<file path="config.mk">
export PLATFORM = sky130hd
export DESIGN_NAME = linear_array_deque_top
export DESIGN_NICKNAME = d
export VERILOG_FILES = /design/src/hdl/lad_pkg.sv /design/src/hdl/linear_array_deque_top.sv
export SDC_FILE = /design/constraint.sdc
export NUM_CORES = 1
export LEC_CHECK = 0
export BUFFER_PORTS_ARGS = -buffer_cell sky130_fd_sc_hd__buf_2
export CELL_PAD_IN_SITES_DETAIL_PLACEMENT = 1
export CELL_PAD_IN_SITES_GLOBAL_PLACEMENT = 2
export CORE_MARGIN = 2
export CORE_UTILIZATION = 50
export CTS_BUF_LIST = sky130_fd_sc_hd__clkbuf_8
export DETAILED_ROUTE_END_ITERATION = 10
export PLACE_DENSITY = 0.84
export SETUP_SLACK_MARGIN = 0.5
export SKIP_LAST_GASP = 1
export SLEW_MARGIN = 15
export SYNTH_ARGS = -nofsm -noshare
export SYNTH_HDL_FRONTEND = slang
export SYNTH_SLANG_ARGS = --single-unit
</file>
<file path="constraint.sdc">
create_clock -name clk -period 12.15 [get_ports clk]
set_input_delay 1.8225 -clock clk [delete_from_list [all_inputs] [get_ports clk]]
set_output_delay 1.8225 -clock clk [all_outputs]
set_load 0.01 [all_outputs]
</file>
<file path="src/hdl/lad_pkg.sv">
`default_nettype none
// ----------------------------------------------------------------------------
// lad_pkg
// Types and constants shared by the linear array deque.
// ----------------------------------------------------------------------------
package lad_pkg;

  localparam int unsigned DEPTH_DEF = 16;
  localparam int unsigned VAL_W     = 32;

  typedef enum logic [1:0] {
    REQ_PUSH_FRONT = 2'd0,
    REQ_PUSH_REAR  = 2'd1,
    REQ_POP_FRONT  = 2'd2,
    REQ_POP_REAR   = 2'd3
  } req_t;

  typedef enum logic [1:0] {
    ST_OK       = 2'd0,
    ST_EMPTY    = 2'd1,
    ST_NO_FRONT = 2'd2,
    ST_NO_REAR  = 2'd3
  } status_t;

  typedef struct packed {
    logic [1:0]              req_type;
    logic signed [VAL_W-1:0] push_value;
  } in_item_t;

  typedef struct packed {
    logic signed [VAL_W-1:0] pop_value;
    logic [1:0]              status;
    logic                    is_full;
    logic                    is_empty;
  } out_item_t;

endpackage
`default_nettype wire

</file>
<file path="src/hdl/linear_array_deque_top.sv">
`default_nettype none
// ----------------------------------------------------------------------------
// linear_array_deque_top
// A non-circular array deque whose elements live in one synchronous memory.
//
// Each input item is a request: push front, push rear, pop front or pop rear.
// Every request yields exactly one result item with the popped value, a
// status and the full and empty flags as they stand after the request.
// Both channels use valid and stall; an item moves when valid is high and
// stall is low. A request is decided and its memory access issued in the
// cycle it is accepted, so one request per cycle is sustained while the
// receiver does not stall. The memory read is captured in the read stage
// at acceptance and then moves into the output register. When the
// receiver stalls, the result waits in the output register, one more
// request is held in the read stage, and then the input is stalled.
// Reset empties the deque at once; slot contents are not cleared and are
// never returned before they are written.
// ----------------------------------------------------------------------------
module linear_array_deque_top
  import lad_pkg::*;
#(
  parameter int unsigned DEPTH = DEPTH_DEF
) (
  input  wire logic      clk,
  input  wire logic      rst_n,
  input  wire logic      in_valid,
  output logic           in_stall,
  input  wire in_item_t  in_item,
  output logic           out_valid,
  input  wire logic      out_stall,
  output out_item_t      out_item
);

  localparam int unsigned IDX_W = (DEPTH > 1) ? $clog2(DEPTH) : 1;
  localparam int unsigned CNT_W = $clog2(DEPTH + 1);
  localparam logic [CNT_W-1:0] DEPTH_C = CNT_W'(DEPTH);

  logic signed [VAL_W-1:0] mem [DEPTH];
  logic signed [VAL_W-1:0] rdata_r;

  logic [IDX_W-1:0] front_r, front_nxt;
  logic [CNT_W-1:0] fill_r, fill_nxt;

  logic             s1_valid_r, s1_valid_nxt;
  logic             s1_pop_r, s1_pop_nxt;
  status_t          s1_status_r, s1_status_nxt;
  logic             s1_full_r, s1_full_nxt;
  logic             s1_empty_r, s1_empty_nxt;

  logic             out_valid_r, out_valid_nxt;
  out_item_t        out_item_r, out_item_nxt;

  logic             in_acc;
  logic             s1_move;
  logic [CNT_W-1:0] end_idx;
  logic             wr_en, rd_en;
  logic [IDX_W-1:0] wr_addr, rd_addr;
  req_t             req;

  assign s1_move  = s1_valid_r && (!out_valid_r || !out_stall);
  assign in_stall = s1_valid_r && !s1_move;
  assign in_acc   = in_valid && !in_stall;
  assign req      = req_t'(in_item.req_type);
  assign end_idx  = CNT_W'(front_r) + fill_r;

  always_comb begin
    front_nxt     = front_r;
    fill_nxt      = fill_r;
    s1_status_nxt = ST_OK;
    s1_pop_nxt    = 1'b0;
    wr_en         = 1'b0;
    rd_en         = 1'b0;
    wr_addr       = front_r;
    rd_addr       = front_r;
    case (req)
      REQ_PUSH_FRONT: begin
        if (front_r == '0) begin
          s1_status_nxt = ST_NO_FRONT;
        end else begin
          front_nxt = front_r - 1'b1;
          wr_addr   = front_r - 1'b1;
          wr_en     = 1'b1;
          fill_nxt  = fill_r + 1'b1;
        end
      end
      REQ_PUSH_REAR: begin
        if (end_idx >= DEPTH_C) begin
          s1_status_nxt = ST_NO_REAR;
        end else begin
          wr_addr  = end_idx[IDX_W-1:0];
          wr_en    = 1'b1;
          fill_nxt = fill_r + 1'b1;
        end
      end
      REQ_POP_FRONT, REQ_POP_REAR: begin
        if (fill_r == '0) begin
          s1_status_nxt = ST_EMPTY;
        end else begin
          s1_pop_nxt = 1'b1;
          rd_en      = 1'b1;
          if (req == REQ_POP_FRONT) begin
            rd_addr   = front_r;
            front_nxt = front_r + 1'b1;
          end else begin
            rd_addr = IDX_W'(end_idx - 1'b1);
          end
          fill_nxt = fill_r - 1'b1;
          if (fill_nxt == '0) begin
            front_nxt = '0;
          end
        end
      end
      default: begin
        s1_status_nxt = ST_OK;
      end
    endcase
    s1_full_nxt  = (front_nxt == '0) && (fill_nxt == DEPTH_C);
    s1_empty_nxt = (fill_nxt == '0);
  end

  always_ff @(posedge clk) begin
    if (in_acc && wr_en) begin
      mem[wr_addr] <= in_item.push_value;
    end
    if (in_acc && rd_en) begin
      rdata_r <= mem[rd_addr];
    end
  end

  always_comb begin
    s1_valid_nxt = s1_valid_r;
    if (s1_move) begin
      s1_valid_nxt = 1'b0;
    end
    if (in_acc) begin
      s1_valid_nxt = 1'b1;
    end
    out_valid_nxt = out_valid_r;
    out_item_nxt  = out_item_r;
    if (out_valid_r && !out_stall) begin
      out_valid_nxt = 1'b0;
    end
    if (s1_move) begin
      out_valid_nxt          = 1'b1;
      out_item_nxt.pop_value = s1_pop_r ? rdata_r : '0;
      out_item_nxt.status    = s1_status_r;
      out_item_nxt.is_full   = s1_full_r;
      out_item_nxt.is_empty  = s1_empty_r;
    end
  end

  always_ff @(posedge clk) begin
    if (!rst_n) begin
      front_r     <= '0;
      fill_r      <= '0;
      s1_valid_r  <= 1'b0;
      out_valid_r <= 1'b0;
    end else begin
      if (in_acc) begin
        front_r <= front_nxt;
        fill_r  <= fill_nxt;
      end
      s1_valid_r  <= s1_valid_nxt;
      out_valid_r <= out_valid_nxt;
    end
  end

  always_ff @(posedge clk) begin
    if (in_acc) begin
      s1_pop_r    <= s1_pop_nxt;
      s1_status_r <= s1_status_nxt;
      s1_full_r   <= s1_full_nxt;
      s1_empty_r  <= s1_empty_nxt;
    end
    out_item_r <= out_item_nxt;
  end

  assign out_valid = out_valid_r;
  assign out_item  = out_item_r;

  a_fill_bound : assert property (@(posedge clk) disable iff (!rst_n)
    fill_r <= DEPTH_C)
    else $error("fill count exceeds depth");

  a_empty_front : assert property (@(posedge clk) disable iff (!rst_n)
    (fill_r == '0) |-> (front_r == '0))
    else $error("empty deque with nonzero front index");

  a_flags_excl : assert property (@(posedge clk) disable iff (!rst_n)
    out_valid_r |-> !(out_item_r.is_full && out_item_r.is_empty))
    else $error("result reports full and empty together");

  a_empty_status : assert property (@(posedge clk) disable iff (!rst_n)
    (out_valid_r && out_item_r.status == ST_EMPTY) |->
      (out_item_r.is_empty && out_item_r.pop_value == '0))
    else $error("empty pop result is inconsistent");

endmodule
`default_nettype wire
</file>
Word-level counts from Yosys, hierarchy flattened
Memories as Yosys holds them, arrays and structs flattened. A register that Yosys moved wholly into a read port is not among the register bits.
Cells that the tools add are included.
{ "op_classes": {"addsub": 6, "n_mul": 0, "div": 0, "magnitude_cmp": 1, "eq_ne": 4, "shifts": 0, "muxes": 29, "bitwise": 0, "reduce_logical": 21} }
{ "op_table": {"columns": ["op", "n"], "rows": [
  ["two-way mux 4 bit", 8],
  ["case mux 4 bit (2 select lines)", 2],
  ["logical NOT 5 bit", 3],
  ["two-way mux 5 bit", 3],
  ["case mux 5 bit (3 select lines)", 1],
  ["two-way mux 1 bit", 11],
  ["logical NOT 4 bit", 2],
  ["subtractor 4 x 1 -> 4 bit, second input constant", 2],
  ["logical AND 1 bit", 7],
  ["case mux 2 bit (3 select lines)", 1],
  ["adder 4 x 5 -> 5 bit", 1],
  ["adder 5 x 1 -> 5 bit, second input constant", 1],
  ["equality test 5 bit, second input constant", 1],
  [">= comparator 5 bit, second input constant", 1],
  ["subtractor 5 x 1 -> 5 bit, second input constant", 1],
  ["adder 4 x 1 -> 4 bit, second input constant", 1],
  ["equality test 2 bit, second input constant", 2],
  ["logical NOT 1 bit", 4],
  ["two-way mux 2 bit", 2],
  ["nonzero test 2 bit", 2],
  ["equality test 2 x 1 -> 1 bit, second input constant", 1],
  ["logical NOT 2 bit", 1],
  ["case mux 1 bit (2 select lines)", 1],
  ["OR reduction 2 bit", 1],
  ["logical OR 1 bit", 1]
]} }
{ "totals": {"ff_bits": 52, "latchBits": 0, "ramBits": 512, "mem_bits_ro": 0, "output_inout_bits": 38, "memories": 1} }
{ "memory_table": {"columns": ["memory", "depth", "width", "read_ports", "rd_clocked_by_memory_dff", "wr", "line_no", "rtl"], "rows": [
  ["mem", 16, 32, 1, 1, 1, "linear_array_deque_top.sv:38", "logic signed [VAL_W-1:0] mem [DEPTH];"]
]} }

Depth between registers and ports, before layout
{ "depth": {"word_depth": 10, "ltp_mapped": 12} }

Least setup slack after synthesis
Ideal clock, no wire load.
{ "synth_timing": {"path_type": "input port to flip-flop", "start": "input port in_item[32] (netlist bit)", "end": "memory mem[0][0] (enable)", "arrival_time_ns": 4.636, "required_time_ns": 11.729, "path_slack_ns": 7.093, "stages": 8, "path_cell_list": "clkbuf_1 > nor3b_1 > and3_1 > clkbuf_1 > or2_2 > a221oi_1 > o21ai_0 > nor2_1"} }
{ "synth_via": {"elab_chain_len": 5} }
{ "synth_lines": {"columns": ["element", "line_no", "rtl"], "rows": [
  ["from (decl)", "linear_array_deque_top.sv:28", "input wire in_item_t in_item,"],
  ["equality test 2 x 1 -> 1 bit / logical NOT 2 bit (equally long branches)", "linear_array_deque_top.sv:75", "case (req)"],
  ["case mux 1 bit (2 select lines)", "linear_array_deque_top.sv:75", null],
  ["logical AND 1 bit", "linear_array_deque_top.sv:122", "if (in_acc && wr_en) begin"],
  ["two-way mux 1 bit", "linear_array_deque_top.sv:122", null],
  ["two-way mux 1 bit (not written as such)", "linear_array_deque_top.sv:123", "mem[wr_addr] <= in_item.push_value;"],
  ["to (decl)", "linear_array_deque_top.sv:38", null]
]} }
Parallel ways exist; a longest one is shown, timed or not.

Final worst setup path
{ "layout_timing": {"start": "input port in_item[33] (netlist bit)", "end": "register rdata_r[25], read port of mem, data pin"} }
{ "layout_via": {"elab_chain_len": 4} }
{ "layout_lines": {"columns": ["element", "line_no", "rtl"], "rows": [
  ["equality test 2 bit, on equally long branches", "linear_array_deque_top.sv:75, linear_array_deque_top.sv:101", null],
  ["two-way mux 4 bit / OR reduction 2 bit (equally long branches)", "linear_array_deque_top.sv:101, linear_array_deque_top.sv:75", null],
  ["two-way mux 4 bit / two-way mux 1 bit (equally long branches)", "linear_array_deque_top.sv:96, linear_array_deque_top.sv:75", null],
  ["two-way mux 4 bit / logical AND 1 bit (equally long branches)", "linear_array_deque_top.sv:75, linear_array_deque_top.sv:125", null],
  ["to (decl)", "linear_array_deque_top.sv:39", "logic signed [VAL_W-1:0] rdata_r;"]
]} }
Parallel ways exist; a longest one is shown, timed or not.
A chain may end at the register's enable or synchronous reset.

==> metrics list <==
- The detailed router placed 17350 vias in this run.
* Average wire per standard cell: 28.00 um
* Drt first-iter violations: 1412
- Clock buffer count from CTS: 99
* Critical register-to-register path endpoint: rdata_r[25]$_DFFE_PP_
* Flip-flop and latch count after synthesis: 596
- Length of the first detailed-routing pass in iterations: 6
* Count of final setup violators: 0
- Sequential cells burn 48.4% of the power.
* Final TNS setup: 0 ns
- At the end of routability-driven placement, the weighted congestion stood at 0.7856.
- For the worst setup path, the data arrival time is 6.04 ns.
- Die area: 53610 um^2
- Across the run, the number of max-cap violations was 0.
* Distinct cell type count after synthesis: 70
- The final count of hold timing violations came to 0.
* Count of instances resized after the clock tree is built: 0
* Layout overhead on the synthesized area: 11.54%
* Standard cell with the maximum stage delay on the critical path: sky130_fd_sc_hd__buf_4
- The critical path is of the input pin to flip-flop type.
* Part of the total power dissipated in combinational logic: 17.2%
- Data on the critical path is required at its endpoint by 12.55 ns.
* Maximum count of clock buffers along a single path: 3
- In this run the power spent charging and discharging nets is 1.434 mW.
* Worst min-delay path startpoint: s1_status_r[0]$_DFFE_PP_
* CTS tree: built
- Row generation in the floorplan step produced 83 rows.
- # H-tree levels: 3
- Dividing total power by cell area gives a power density of 168.6 nW/um^2.
* HPWL after detailed placement: 39760 um
* Leak Pwr: 9.859 nW
* Die outline height: 231.5 um
- Skew-Pair Late Insertion Delay: 0.71 ns
- # clock sinks: 596
- Vias per Instance: 6.351
* Die Wd: 231.5 um
- The core region is 51200 um^2.
- Bufs and invs on worst path: 4
- Wire length of the first global-routing pass: 115100 um
- Worst-path fanout max: 81
- The number of nets handed over by synthesis was 1956.
- Commonest register cell after synthesis: sky130_fd_sc_hd__edfxtp_1
- The clock network burns 34.4% of the power.
- The number of antenna violations at the first check in global routing was 4.
* Port bufs: 75
- Setup repair after global routing left no endpoint under its margin.
- Fraction of the yosys area taken by sequential cells: 68.72%
* Cell-by-cell listing of the critical path: buf_2 > and2_2 > buf_4 > nand3_4 > a21boi_4 > buf_4 > buf_4 > mux2_2 > o2111ai_1 > o31ai_1
- STA classifies the critical path endpoint as a flip-flop.
* Max incr delay on CP: 0.92 ns
* Post-synth ARST share: 0%
- Share of total power consumed by net switching: 29.46%
- For this block, the routed nets add up to 76490 um of wire.
- Count of nets after finishing: 2020
* Final global-route overflow total: 0
* Initial Utilization: 50.56%
- The final max-slew violation count was 0.
* Fraction of layout instances using a drive strength above 1: 15.36%
- Worst Tran Pin Value: 1.181 ns
- Time the worst path needs with I/O delays and setup: 5.640 ns
- Run status: completed
- Mapped Cells: 1907
- Reg2Reg Depth: 10
- Reg clk slew, reported paths: 0.06 ns
- The number of global-route vias before repair was 18670.
* Max Freq: 0.1773 GHz
- Hold repair after CTS inserted 0 buffers.
* Relative slew slack: 21.26%
* Number of antenna-violating nets in the routed design: 0
- The worst setup path is launched from an input pin.
* Worst-case clock skew: 0.02828 ns
* Clock root buffer: sky130_fd_sc_hd__clkbuf_8
* Placed Instance Area: 27020 um^2
- Global routing consumed, over all layers together, 28.88% of the routing resources.
- The final critical path takes up 46.42% of the cycle.
- The internal portion of the total power is 3.433 mW.
- During I/O placement, the number of pins put on the boundary was 76.
* Pwr Total: 4.867 mW
- Count of buffers added by post-CTS timing repair for setup: 0
- The path with the worst hold slack has its endpoint at out_item[2]$_DFFE_PP_.
* Count of yosys warnings during synthesis: 0
- Avg Inst Size Synth: 13.57 um^2
- Flop2flop setup slack: 7.04 ns
* Count of flip-flops with a built-in enable after synthesis: 585
- After detailed routing, the number of remaining DRC violations is 0.
- The worst hold path was traced through 0 stages.
* Share of the core filled with cells in the final layout: 56.39%
- Worst min-delay path class: flip-flop to flip-flop
- The most numerous cell type found on the critical path is sky130_fd_sc_hd__buf_4.
- Reg-to-Reg Start: fill_r[0]$_SDFFE_PN0P_
- Hold slack: 0.4397 ns
* Synth Cell Area: 25880 um^2
* Maximum number of pins on one net before global-route repair: 97
* Cell family contributing the most delay on the critical path: buffers and inverters
* Worst ir drop on vdd: 142.3 uV
- Area of all placed cells without fillers: 28870 um^2
[power groups by stage]
stage	Combinational [mW]	Sequential [mW]	Clock, mW
3_5_place_dp	0.831	2.40	0
6_report	0.838	2.35	1.67
5_1_grt	0.895	2.36	1.78
4_1_cts	0.836	2.35	1.70
3_3_place_gp	0.804	2.39	0
2_1_floorplan	0.538	2.39	0
[layer usage]
metal  part of all wire, %  global-route usage [%]
met5                     0                       0
met4                   3.4                   11.24
met3                   5.8                   4.934
met2                    51                   49.70
met1                    40                   36.52
[cell usage in the layout, fill, tap and decap left out, types with 5 or more instances in the layout]
cell type                   instances
sky130_fd_sc_hd__a211oi_1          33
sky130_fd_sc_hd__and2_1            33
sky130_fd_sc_hd__mux2i_1           66
sky130_fd_sc_hd__o31ai_1           38
sky130_fd_sc_hd__a32o_1            64
sky130_fd_sc_hd__or3_1              5
sky130_fd_sc_hd__o2111ai_1         32
sky130_fd_sc_hd__a32oi_1           32
sky130_fd_sc_hd__nor2_4            18
sky130_fd_sc_hd__buf_2             75
sky130_fd_sc_hd__inv_1             72
sky130_fd_sc_hd__clkinv_2          12
sky130_fd_sc_hd__dfxtp_1           10
sky130_fd_sc_hd__nor2b_1            6
sky130_fd_sc_hd__clkinv_1          27
sky130_fd_sc_hd__mux2_2            32
sky130_fd_sc_hd__clkbuf_8         101
sky130_fd_sc_hd__o211ai_1          65
sky130_fd_sc_hd__a22oi_1           32
sky130_fd_sc_hd__edfxtp_1         585
sky130_fd_sc_hd__a31oi_1           65
sky130_fd_sc_hd__a21oi_1           47
sky130_fd_sc_hd__nor2_1            46
sky130_fd_sc_hd__nand3_1           12
sky130_fd_sc_hd__a21boi_0           6
sky130_fd_sc_hd__o21ai_0           17
sky130_fd_sc_hd__xnor2_1            5
sky130_fd_sc_hd__ha_1               9
sky130_fd_sc_hd__nand2_1          274
sky130_fd_sc_hd__buf_4             43
sky130_fd_sc_hd__nor3_1            42
sky130_fd_sc_hd__nand2b_1          64
[sequential cells by signal, indices dropped and copies added (netlist names)]
signal,flops
out_valid,1
mem,512
s1_status_r,2
s1_full_r,1
fill_r,5
out_item,36
front_r,4
s1_empty_r,1
s1_valid_r,1
s1_pop_r,1
rdata_r,32
[per-stage QoR]
stage	setup slack, ns	cells
final	6.510	2732
after global routing	6.297	2732
after CTS	6.568	2731
after detailed placement	5.843	2550
after global placement	5.943	2550
after floorplan	7.093	1907
[synth_stat cells, drive strengths merged, types with 13 or more instances]
cell	count	area, um^2
a211oi	33	247.7
a21oi	47	235.2
a22oi	32	240.2
a31oi	65	406.6
a32o	66	660.6
a32oi	33	289.0
and2	34	212.7
buf	44	247.7
clkbuf	111	416.7
edfxtp	585	17570
inv	41	153.9
mux2	32	360.4
mux2i	67	670.6
nand2	277	1050
nand2b	64	400.4
nand3	13	77.58
nor2	64	240.2
nor3	42	210.2
o2111ai	32	280.3
o211ai	65	488.0
o21ai	18	93.84
o31ai	38	285.3
[worst max-delay path by stage]
| stage | from | to | slack [ns] | cells after the start |
|---|---|---|---|---|
| 2_1_floorplan | in_item[32] | mem[0][0]$_DFFE_PP_ | 7.09 | 8 |
| 5_1_grt | in_item[33] | rdata_r[25]$_DFFE_PP_ | 6.30 | 10 |
| 3_3_place_gp | in_item[33] | rdata_r[22]$_DFFE_PP_ | 5.94 | 10 |
| 4_1_cts | in_item[33] | rdata_r[25]$_DFFE_PP_ | 6.57 | 10 |
| 6_report | in_item[33] | rdata_r[25]$_DFFE_PP_ | 6.51 | 10 |
| 3_5_place_dp | in_item[33] | rdata_r[25]$_DFFE_PP_ | 5.84 | 10 |
[layout make-up]
| class | instances | area (um^2) |
|---|---|---|
| clock buffer | 101 | 1390 |
| inverter | 43 | 161.4 |
| antenna | 1 | 2.502 |
| fill | 5003 | 22330 |
| tap | 680 | 850.8 |
| clock inverter | 80 | 460.4 |
| timing repair buffer | 118 | 698.2 |
| sequential | 596 | 17790 |
| multi-input combinational | 1113 | 7517 |
[kinds of logic after synthesis]
family                   share of synthesized area, %
AND/OR/NAND/NOR                                 9.518
AO/OA/AOI/OAI                                   13.64
XOR/XNOR                                       0.3915
buffers and inverters                           3.190
adder cells (fa/ha/maj)                        0.5607
multiplexers                                    3.983
flip-flops                                      68.72
Power figures use the tool's default switching activity.
